**config.mk**
```make
export PLATFORM = sky130hd
export DESIGN_NAME = single_wire_sensor_pulse_decoder_unit
export DESIGN_NICKNAME = d
export VERILOG_FILES = /design/src/rtl/swsp_pkg.sv /design/src/rtl/swsp_pulse_check.sv /design/src/rtl/single_wire_sensor_pulse_decoder_unit.sv
export SDC_FILE = /design/constraint.sdc
export NUM_CORES = 1
export LEC_CHECK = 0
export BUFFER_PORTS_ARGS = -buffer_cell sky130_fd_sc_hd__buf_4
export CORE_ASPECT_RATIO = 0.75
export CORE_MARGIN = 2
export CORE_UTILIZATION = 45
export CTS_CLUSTER_SIZE = 24
export DETAILED_ROUTE_END_ITERATION = 12
export PLACE_DENSITY_LB_ADDON = 0.15
export SLEW_MARGIN = 15
export SYNTH_ARGS = -nofsm -noshare
export SYNTH_HDL_FRONTEND = slang
export SYNTH_SLANG_ARGS = --single-unit
```
**constraint.sdc**
```tcl
create_clock -name aclk -period 8 [get_ports aclk]
set_input_delay 1.2 -clock aclk [delete_from_list [all_inputs] [get_ports aclk]]
set_output_delay 1.2 -clock aclk [all_outputs]
set_load 0.01 [all_outputs]
```
**src/rtl/swsp_pkg.sv**
```systemverilog
// ----------------------------------------------------------------------------
// swsp_pkg: shared types and constants of the single-wire pulse decoder
// timing limits in microseconds, result kinds and the pulse check flags
// ----------------------------------------------------------------------------
`default_nettype none

package swsp_pkg;

    localparam int DATA_BITS = 40;
    localparam int BITS_W    = 6;
    localparam int TPU_W     = 7;
    localparam int TICKS_W   = 24;
    localparam int VALUE_W   = 16;
    localparam int BYTE_W    = 8;

    localparam logic [TPU_W-1:0] TPU_RESET = 7'd12;

    // timing limits in microseconds
    localparam int US_1MS  = 1000;
    localparam int US_10MS = 10000;
    localparam int US_20   = 20;
    localparam int US_40   = 40;
    localparam int US_50   = 50;
    localparam int US_60   = 60;
    localparam int US_70   = 70;
    localparam int US_80   = 80;
    localparam int US_90   = 90;

    typedef enum logic [2:0] {
        KIND_HOST_START = 3'd0,
        KIND_SENSOR     = 3'd1,
        KIND_HUMIDITY   = 3'd2,
        KIND_TEMP       = 3'd3,
        KIND_CHECKSUM   = 3'd4
    } frame_kind_t;

    // level-independent range flags except host_start, which includes the level
    typedef struct packed {
        logic host_start;
        logic in_20_40;
        logic in_70_90;
        logic in_40_60;
        logic bit_high_ok;
        logic bit_one;
    } pulse_chk_t;

endpackage

`default_nettype wire

```
**src/rtl/swsp_pulse_check.sv**
```systemverilog
// ----------------------------------------------------------------------------
// swsp_pulse_check: pulse length classifier
// scales the microsecond limits by the tick rate and compares one pulse
// ----------------------------------------------------------------------------
`default_nettype none

module swsp_pulse_check (
    input  wire logic [swsp_pkg::TPU_W-1:0]   tpu,
    input  wire logic                         level,
    input  wire logic [swsp_pkg::TICKS_W-1:0] ticks,
    output swsp_pkg::pulse_chk_t              chk
);

    logic [swsp_pkg::TICKS_W-1:0] th_1ms, th_10ms;
    logic [swsp_pkg::TICKS_W-1:0] th_20, th_40, th_50, th_60, th_70, th_80, th_90;

    // constant multiplies, the largest product fits 21 bits
    assign th_1ms  = swsp_pkg::TICKS_W'(32'(tpu) * 32'(swsp_pkg::US_1MS));
    assign th_10ms = swsp_pkg::TICKS_W'(32'(tpu) * 32'(swsp_pkg::US_10MS));
    assign th_20   = swsp_pkg::TICKS_W'(32'(tpu) * 32'(swsp_pkg::US_20));
    assign th_40   = swsp_pkg::TICKS_W'(32'(tpu) * 32'(swsp_pkg::US_40));
    assign th_50   = swsp_pkg::TICKS_W'(32'(tpu) * 32'(swsp_pkg::US_50));
    assign th_60   = swsp_pkg::TICKS_W'(32'(tpu) * 32'(swsp_pkg::US_60));
    assign th_70   = swsp_pkg::TICKS_W'(32'(tpu) * 32'(swsp_pkg::US_70));
    assign th_80   = swsp_pkg::TICKS_W'(32'(tpu) * 32'(swsp_pkg::US_80));
    assign th_90   = swsp_pkg::TICKS_W'(32'(tpu) * 32'(swsp_pkg::US_90));

    always_comb begin
        chk.host_start  = !level && (ticks > th_1ms) && (ticks < th_10ms);
        chk.in_20_40    = (ticks >= th_20) && (ticks <= th_40);
        chk.in_70_90    = (ticks >= th_70) && (ticks <= th_90);
        chk.in_40_60    = (ticks >= th_40) && (ticks <= th_60);
        // high bit window with the ambiguous middle band cut out
        chk.bit_high_ok = (ticks >= th_20) && (ticks <= th_80)
                          && !((ticks > th_40) && (ticks < th_60));
        chk.bit_one     = (ticks >= th_50);
    end

endmodule

`default_nettype wire

```
**src/rtl/single_wire_sensor_pulse_decoder_unit.sv**
```systemverilog
// ----------------------------------------------------------------------------
// single_wire_sensor_pulse_decoder_unit: single-wire sensor pulse decoder
// turns finished line pulses into host start, sensor response and data words
// ----------------------------------------------------------------------------
// decode: an accepted pulse word enters the input register and is decoded there
//   once its results have room; its result words then come from the burst register
// throughput: one pulse word per cycle while each yields at most one result and
//   the output takes each word; the final data bit yields three result words
// reset: aresetn is synchronous, active low; it clears the phase, the bit count,
//   the shift register and all valid flags, and sets the tick rate to 12
// ----------------------------------------------------------------------------
`default_nettype none

module single_wire_sensor_pulse_decoder_unit (
    input  wire logic        aclk,
    input  wire logic        aresetn,

    // tick rate register
    input  wire logic        cfg_wr_en,
    input  wire logic [6:0]  cfg_wr_data,   // ticks_per_microsecond

    // pulse words
    input  wire logic        s_tvalid,
    output logic             s_tready,
    input  wire logic [23:0] s_tdata,       // [23:0] pulse_ticks
    input  wire logic        s_tuser,       // [0] pulse_level

    // result words
    output logic             m_tvalid,
    input  wire logic        m_tready,
    output logic [31:0]      m_tdata,       // [2:0] frame_kind, [18:3] frame_value,
                                            // [19] checksum_bad,
                                            // [27:20] expected_checksum, [31:28] zero
    output logic             m_tlast        // last_of_run
);

    typedef enum logic [2:0] {
        PH_IDLE    = 3'd0,
        PH_WAIT    = 3'd1,
        PH_SLOW    = 3'd2,
        PH_SHIGH   = 3'd3,
        PH_BITLOW  = 3'd4,
        PH_BITHIGH = 3'd5
    } phase_t;

    localparam int DB = swsp_pkg::DATA_BITS;
    localparam int VW = swsp_pkg::VALUE_W;
    localparam int BW = swsp_pkg::BYTE_W;

    // configuration
    logic [swsp_pkg::TPU_W-1:0]   tpu_reg;

    // input register
    logic                         in_valid_reg, in_valid_next;
    logic                         in_level_reg;
    logic [swsp_pkg::TICKS_W-1:0] in_ticks_reg;

    // decoder state
    phase_t                       phase_reg, phase_next;
    logic [swsp_pkg::BITS_W-1:0]  bits_reg, bits_next;
    logic [DB-1:0]                shift_reg, shift_next;

    // result burst: either one signal word or the three data words
    logic [1:0]                   cnt_reg, cnt_next;
    logic                         burst_data_reg, burst_data_next;
    swsp_pkg::frame_kind_t        burst_kind_reg, burst_kind_next;
    logic [DB-1:0]                word_reg, word_next;
    logic [BW-1:0]                sum_reg, sum_next;

    swsp_pkg::pulse_chk_t         chk;
    logic                         out_free;
    logic                         process;
    logic                         m_fire;
    logic                         s_fire;
    logic [1:0]                   n_res;
    logic [DB-1:0]                shifted;
    logic [BW-1:0]                sum_calc;
    logic                         last_bit;

    swsp_pulse_check u_check (
        .tpu   (tpu_reg),
        .level (in_level_reg),
        .ticks (in_ticks_reg),
        .chk   (chk)
    );

    // shifted word and checksum for the final bit
    assign shifted  = {shift_reg[DB-2:0], chk.bit_one};
    assign last_bit = (bits_reg == swsp_pkg::BITS_W'(DB - 1));
    assign sum_calc = BW'(10'(shifted[DB-1 -: BW]) + 10'(shifted[DB-1-BW -: BW])
                        + 10'(shifted[DB-1-2*BW -: BW]) + 10'(shifted[DB-1-3*BW -: BW]));

    // number of result words the pulse in the input register will produce
    always_comb begin
        n_res = 2'd0;
        case (phase_reg)
            PH_WAIT:    if (in_level_reg && chk.in_20_40) n_res = 2'd1;
            PH_SHIGH:   if (in_level_reg && chk.in_70_90) n_res = 2'd1;
            PH_BITHIGH: if (in_level_reg && chk.bit_high_ok && last_bit) n_res = 2'd3;
            default:    n_res = 2'd0;
        endcase
    end

    // a pulse is decoded once its results have room in the burst register
    assign m_fire   = m_tvalid && m_tready;
    assign out_free = (cnt_reg == 2'd0) || ((cnt_reg == 2'd1) && m_tready);
    assign process  = in_valid_reg && ((n_res == 2'd0) || out_free);
    assign s_tready = !in_valid_reg || process;
    assign s_fire   = s_tvalid && s_tready;

    always_comb begin
        in_valid_next   = in_valid_reg;
        phase_next      = phase_reg;
        bits_next       = bits_reg;
        shift_next      = shift_reg;
        cnt_next        = cnt_reg;
        burst_data_next = burst_data_reg;
        burst_kind_next = burst_kind_reg;
        word_next       = word_reg;
        sum_next        = sum_reg;

        if (s_fire) begin
            in_valid_next = 1'b1;
        end else if (process) begin
            in_valid_next = 1'b0;
        end

        if (m_fire) begin
            cnt_next = cnt_reg - 2'd1;
        end

        if (process) begin
            // failure path by default: clear data, retry the pulse as host start
            phase_next = chk.host_start ? PH_WAIT : PH_IDLE;
            bits_next  = '0;
            shift_next = '0;
            case (phase_reg)
                PH_WAIT: begin
                    if (in_level_reg && chk.in_20_40) begin
                        phase_next      = PH_SLOW;
                        cnt_next        = 2'd1;
                        burst_data_next = 1'b0;
                        burst_kind_next = swsp_pkg::KIND_HOST_START;
                    end
                end
                PH_SLOW: begin
                    if (!in_level_reg && chk.in_70_90) phase_next = PH_SHIGH;
                end
                PH_SHIGH: begin
                    if (in_level_reg && chk.in_70_90) begin
                        phase_next      = PH_BITLOW;
                        cnt_next        = 2'd1;
                        burst_data_next = 1'b0;
                        burst_kind_next = swsp_pkg::KIND_SENSOR;
                    end
                end
                PH_BITLOW: begin
                    if (!in_level_reg && chk.in_40_60) begin
                        phase_next = PH_BITHIGH;
                        bits_next  = bits_reg;
                        shift_next = shift_reg;
                    end
                end
                PH_BITHIGH: begin
                    if (in_level_reg && chk.bit_high_ok) begin
                        if (last_bit) begin
                            // whole frame in: emit humidity, temperature, checksum
                            phase_next      = PH_IDLE;
                            cnt_next        = 2'd3;
                            burst_data_next = 1'b1;
                            word_next       = shifted;
                            sum_next        = sum_calc;
                        end else begin
                            phase_next = PH_BITLOW;
                            bits_next  = bits_reg + 1'b1;
                            shift_next = shifted;
                        end
                    end
                end
                default: begin
                    // idle: only a host start leaves, already set above
                end
            endcase
        end
    end

    always_ff @(posedge aclk) begin
        if (!aresetn) begin
            tpu_reg        <= swsp_pkg::TPU_RESET;
            in_valid_reg   <= 1'b0;
            phase_reg      <= PH_IDLE;
            bits_reg       <= '0;
            shift_reg      <= '0;
            cnt_reg        <= 2'd0;
            burst_data_reg <= 1'b0;
        end else begin
            if (cfg_wr_en) tpu_reg <= cfg_wr_data;
            in_valid_reg   <= in_valid_next;
            phase_reg      <= phase_next;
            bits_reg       <= bits_next;
            shift_reg      <= shift_next;
            cnt_reg        <= cnt_next;
            burst_data_reg <= burst_data_next;
        end
        if (s_fire) begin
            in_level_reg <= s_tuser;
            in_ticks_reg <= s_tdata;
        end
        burst_kind_reg <= burst_kind_next;
        word_reg       <= word_next;
        sum_reg        <= sum_next;
    end

    // output word mux; the remaining count picks the data word
    swsp_pkg::frame_kind_t out_kind;
    logic [VW-1:0]         out_value;
    logic                  out_bad;
    logic [BW-1:0]         out_expect;

    always_comb begin
        out_kind   = burst_kind_reg;
        out_value  = '0;
        out_bad    = 1'b0;
        out_expect = '0;
        m_tlast    = 1'b1;
        if (burst_data_reg) begin
            case (cnt_reg)
                2'd3: begin
                    out_kind  = swsp_pkg::KIND_HUMIDITY;
                    out_value = word_reg[DB-1 -: VW];
                    m_tlast   = 1'b0;
                end
                2'd2: begin
                    out_kind  = swsp_pkg::KIND_TEMP;
                    out_value = word_reg[DB-1-VW -: VW];
                    m_tlast   = 1'b0;
                end
                default: begin
                    out_kind   = swsp_pkg::KIND_CHECKSUM;
                    out_value  = VW'(word_reg[BW-1:0]);
                    out_bad    = (word_reg[BW-1:0] != sum_reg);
                    out_expect = sum_reg;
                end
            endcase
        end
    end

    assign m_tvalid = (cnt_reg != 2'd0);
    assign m_tdata  = {4'd0, out_expect, out_bad, out_value, out_kind};

    // a word that is not the last of its run is always followed by another
    a_burst_continues: assert property (@(posedge aclk) disable iff (!aresetn)
        m_fire && !m_tlast |=> m_tvalid)
        else $error("result burst ended early");

    // bit count never reaches the frame length while bits are being collected
    a_bits_bound: assert property (@(posedge aclk) disable iff (!aresetn)
        (phase_reg == PH_BITLOW || phase_reg == PH_BITHIGH)
        |-> bits_reg < swsp_pkg::BITS_W'(DB))
        else $error("bit count overflow");

    // checksum flag agrees with the received and expected bytes
    a_checksum_flag: assert property (@(posedge aclk) disable iff (!aresetn)
        m_tvalid && (m_tdata[2:0] == swsp_pkg::KIND_CHECKSUM)
        |-> m_tdata[19] == (m_tdata[10:3] != m_tdata[27:20]))
        else $error("checksum flag mismatch");

    // a decoded pulse always frees or refills the input register
    a_in_progress: assert property (@(posedge aclk) disable iff (!aresetn)
        in_valid_reg && (cnt_reg == 2'd0) |-> s_tready)
        else $error("decoder stalled with empty output");

endmodule

`default_nettype wire

```
==> summary.md <==
| Metric | Value |
|---|---|
| Required time of the critical path | `~6800 ps` |
| HP Class | `reg -> reg` |
| Synth Register Bits | `133` |
| Grt ovf | `0` |
| Most used DFF post-synth | `edfxtp_1` |
| Max-slew violation count | `0` |
| Part of the cycle the worst path needs | `around 90%` |
| Status | `finished, final reports clean` |
| IO Port Bufs | `67` |
| Sum Neg Setup Slack | `0 ps` |
| CTS sink cnt | `~130` |
| CTS Buffer Depth | `2` |
| Core ar. | `between 0.02 and 0.03 mm2` |
| Commonest non-fill, non-tap cell in the layout | `ha_1` |
| Synth cell types | `67` |
| Area share of the leading cell type in the synthesized netlist | `24.6%` |
| Die height | `147 um` |
| Syn avg cell area | `9.74 um2` |
| N_diodes | `0` |
| Cell taking the most area after synthesis | `ha_1` |
| Setup-failing EPs final | `0` |
| CTS tree | `built` |
| Die Wd | `195 um` |
| PD cells | `198 mW/mm2` |
| CTS H-tree depth | `4` |
| Clock Skew | `17.0 ps` |
| First-pass GRT wire length | `between 50000 and 60000 um` |
| Critical path arrival | `roughly 5900 ps` |
| Leakage | `6.40 nW` |
| Max Cap Violations | `0` |
| Root buf cell | `clkbuf_16` |
| Sink of the worst hold path | `word_reg[1]` |
| Endpoint of the most critical register-to-register path | `bits_reg[4]` |
| Vias in the first global route | `9321` |
| Post-CTS Setup Inserts | `0` |
| Clock slew at reported path FFs | `70 ps` |
| # hold bufs at CTS | `0` |
| Worst hold stages | `0` |
| CTS resizes | `0` |
| Synth area leaders | `ha_1, edfxtp_1, dfxtp_1` |
| Seq/Total Area, Yosys | `27.7%` |
| Synth warn | `0` |
| Register area | `0.00340 mm2` |
| Max Clk Rate | `0.141 GHz` |
| Antenna-violating nets left | `0` |
| FF-to-FF Start | `tpu_reg[2]` |
| Clock latency at the later pin of the worst-skew pair | `440 ps` |
| Hold Crit Start | `shift_reg[0]` |
| Row cnt | `52` |
| Worst rel slew slack | `30.8%` |
| Ports | `72` |
| GRT Util Overall | `23.8%` |
| DR vias | `9390` |
| CP Class | `reg -> out` |
| Unrepaired setup endpoints after global routing | `false` |
| Gate Count Post-Synth | `1261` |
| Max IR drop VDD | `between 0.15 and 0.2 mV` |
| Area growth from synthesis to layout | `12.3%` |
| Minimum clock period | `7100 ps` |
| Die ar. | `0.0286 mm2` |
| EDFF count, synth | `74` |
| Initial core utilization | `45.7%` |
| Drt first pass iters | `5` |
| Worst-margin pin slew | `1040 ps` |
| Num CTS Buffers | `17` |
| Final nets | `1656` |
| Critical Path Sink Type | `output pin` |
| Most frequent cells in the layout | `ha_1, inv_1, nand3_1` |
| Largest register FFs | `40` |
| Layout cells sized above 1 | `a little under a tenth` |
| Final Hold Fails | `0` |
| Asr flop ratio synth | `0%` |
| Largest net degree at the start of global routing | `105` |
| Path depth of the worst reg2reg path | `24` |
| DP Wirelength | `26000 um` |
| Post-Syn Area | `between 0.01 and 0.015 mm2` |
| Total Wirelength | `approximately 33000 um` |
| Multi-input logic area | `0.00819 mm2` |
| Drt first-iter violations | `693` |
| WL per Instance | `19.6 um` |
| Total power | `0.00274 W` |
| Avg Vias per Cell | `5.57` |
| Initial antenna violation count | `0` |
| GPL Wtd Cong | `approximately 0.92` |
| Reg2Reg Setup Slack | `1800 ps` |
| Worst Setup Start Kind | `register` |
| Max Fanout on Critical Path | `10` |
| Fillers | `approximately 2400` |
| Drt drc | `0` |
==> worst max-delay path, stage by stage, from the launching register on <==
cell and delay, ps:
dfxtp_1 620, ha_1 380, ha_1 300, inv_1 50, fa_1 490, inv_1 40
ha_1 210, fa_1 410, a21o_1 190, a21oi_1 230, o21bai_1 90, a21oi_1 230
o21bai_1 90, a21oi_1 170, xor2_1 90, ha_1 310, nand4_1 90, nor2_1 110
o311ai_0 130, a31o_2 320, a41o_1 270, a32oi_4 250, nor2_1 150, nand2_1 100
buf_4 120
==> per-stage QoR <==
| stage | util (%) | cell area, um2 | std cells | worst slack, ps | hold WS, ps |
|---|---|---|---|---|---|
| global placement | 49.0 | 13200 | 1655 | 1460 | 444 |
| floorplan | - | 12300 | 1264 | 1420 | 429 |
| detailed placement | 49.0 | 13200 | 1655 | 1350 | 438 |
| finish | 51.3 | 13800 | 1687 | 896 | 458 |
| CTS | 51.3 | 13800 | 1687 | 861 | 454 |
| global route | 51.3 | 13800 | 1687 | 401 | 465 |
==> final cells by class <==
cell class | count | area share [%]
repair buffers | 80 | 4.35
flip-flops and latches | 133 | 24.7
multi-input cells | 949 | 59.4
clock inverters | 12 | 1.28
well taps | 351 | 3.18
inverters | 142 | 3.86
clock buffers | 20 | 3.24
==> where the power goes <==
group / total (W) / switching (W) / internal [W]
registers: 0.000771 / 0.0000387 / 0.000732
logic: 0.00113 / 0.000636 / 0.000489
clock network: 0.000841 / 0.000311 / 0.000530
total: 0.00274 / 0.000986 / 0.00175
==> cells in the mapped netlist, drive strengths merged, types with 4 or more instances <==
cell	n
ha	241
inv	142
nand3	102
o21ai	76
a21oi	75
edfxtp	74
dfxtp	59
fa	55
nand2	47
xnor2	42
nor2	31
xor2	31
clkbuf	27
nor2b	23
a21o	18
a22oi	17
o21bai	17
and3	15
nor3	15
buf	13
o211ai	13
a21boi	12
nand4	12
and2	11
a211oi	7
nand2b	7
a31oi	6
nand4b	6
nor4	6
o21a	6
mux2i	5
nand3b	5
or3	5
a2111oi	4
a211o	4
or4	4
==> worst max path at each step <==
| stage | end | start | cells after the start |
|---|---|---|---|
| after global placement | s_tready | tpu_reg[2] | 24 |
| after CTS | s_tready | tpu_reg[2] | 24 |
| after global routing | s_tready | tpu_reg[2] | 24 |
| final | s_tready | tpu_reg[2] | 24 |
| after detailed placement | s_tready | tpu_reg[2] | 24 |
| after floorplan | sum_reg[0] | tpu_reg[5] | 17 |
==> per-layer routing <==
layer  global-route usage (%)  vias to the layer above  wire length (um)  part of all wire, %
met5                        0                        -                 0                    0
met4                     4.54                        0               327                 0.99
met3                     5.44                       24              2770                  8.4
met2                     33.2                      296             13000                   39
met1                     37.4                     4426             16900                   51
li1                         -                     4644                 -                    -
==> cells by family (layout without fill, tap and decap cells) <==
| family | Yosys count | count (layout) | synth area share [%] |
|---|---|---|---|
| buffers and inverters | 182 | 254 | 5.83 |
| multiplexers | 6 | 6 | 0.499 |
| AO/OA/AOI/OAI | 272 | 272 | 14.3 |
| XOR/XNOR | 73 | 73 | 5.21 |
| flip-flops | 133 | 133 | 27.7 |
| other | 1 | 4 | 0.0305 |
| AND/OR/NAND/NOR | 298 | 298 | 12.9 |
| adder cells (fa/ha/maj) | 296 | 296 | 33.5 |
Power figures use the tool's default switching activity.
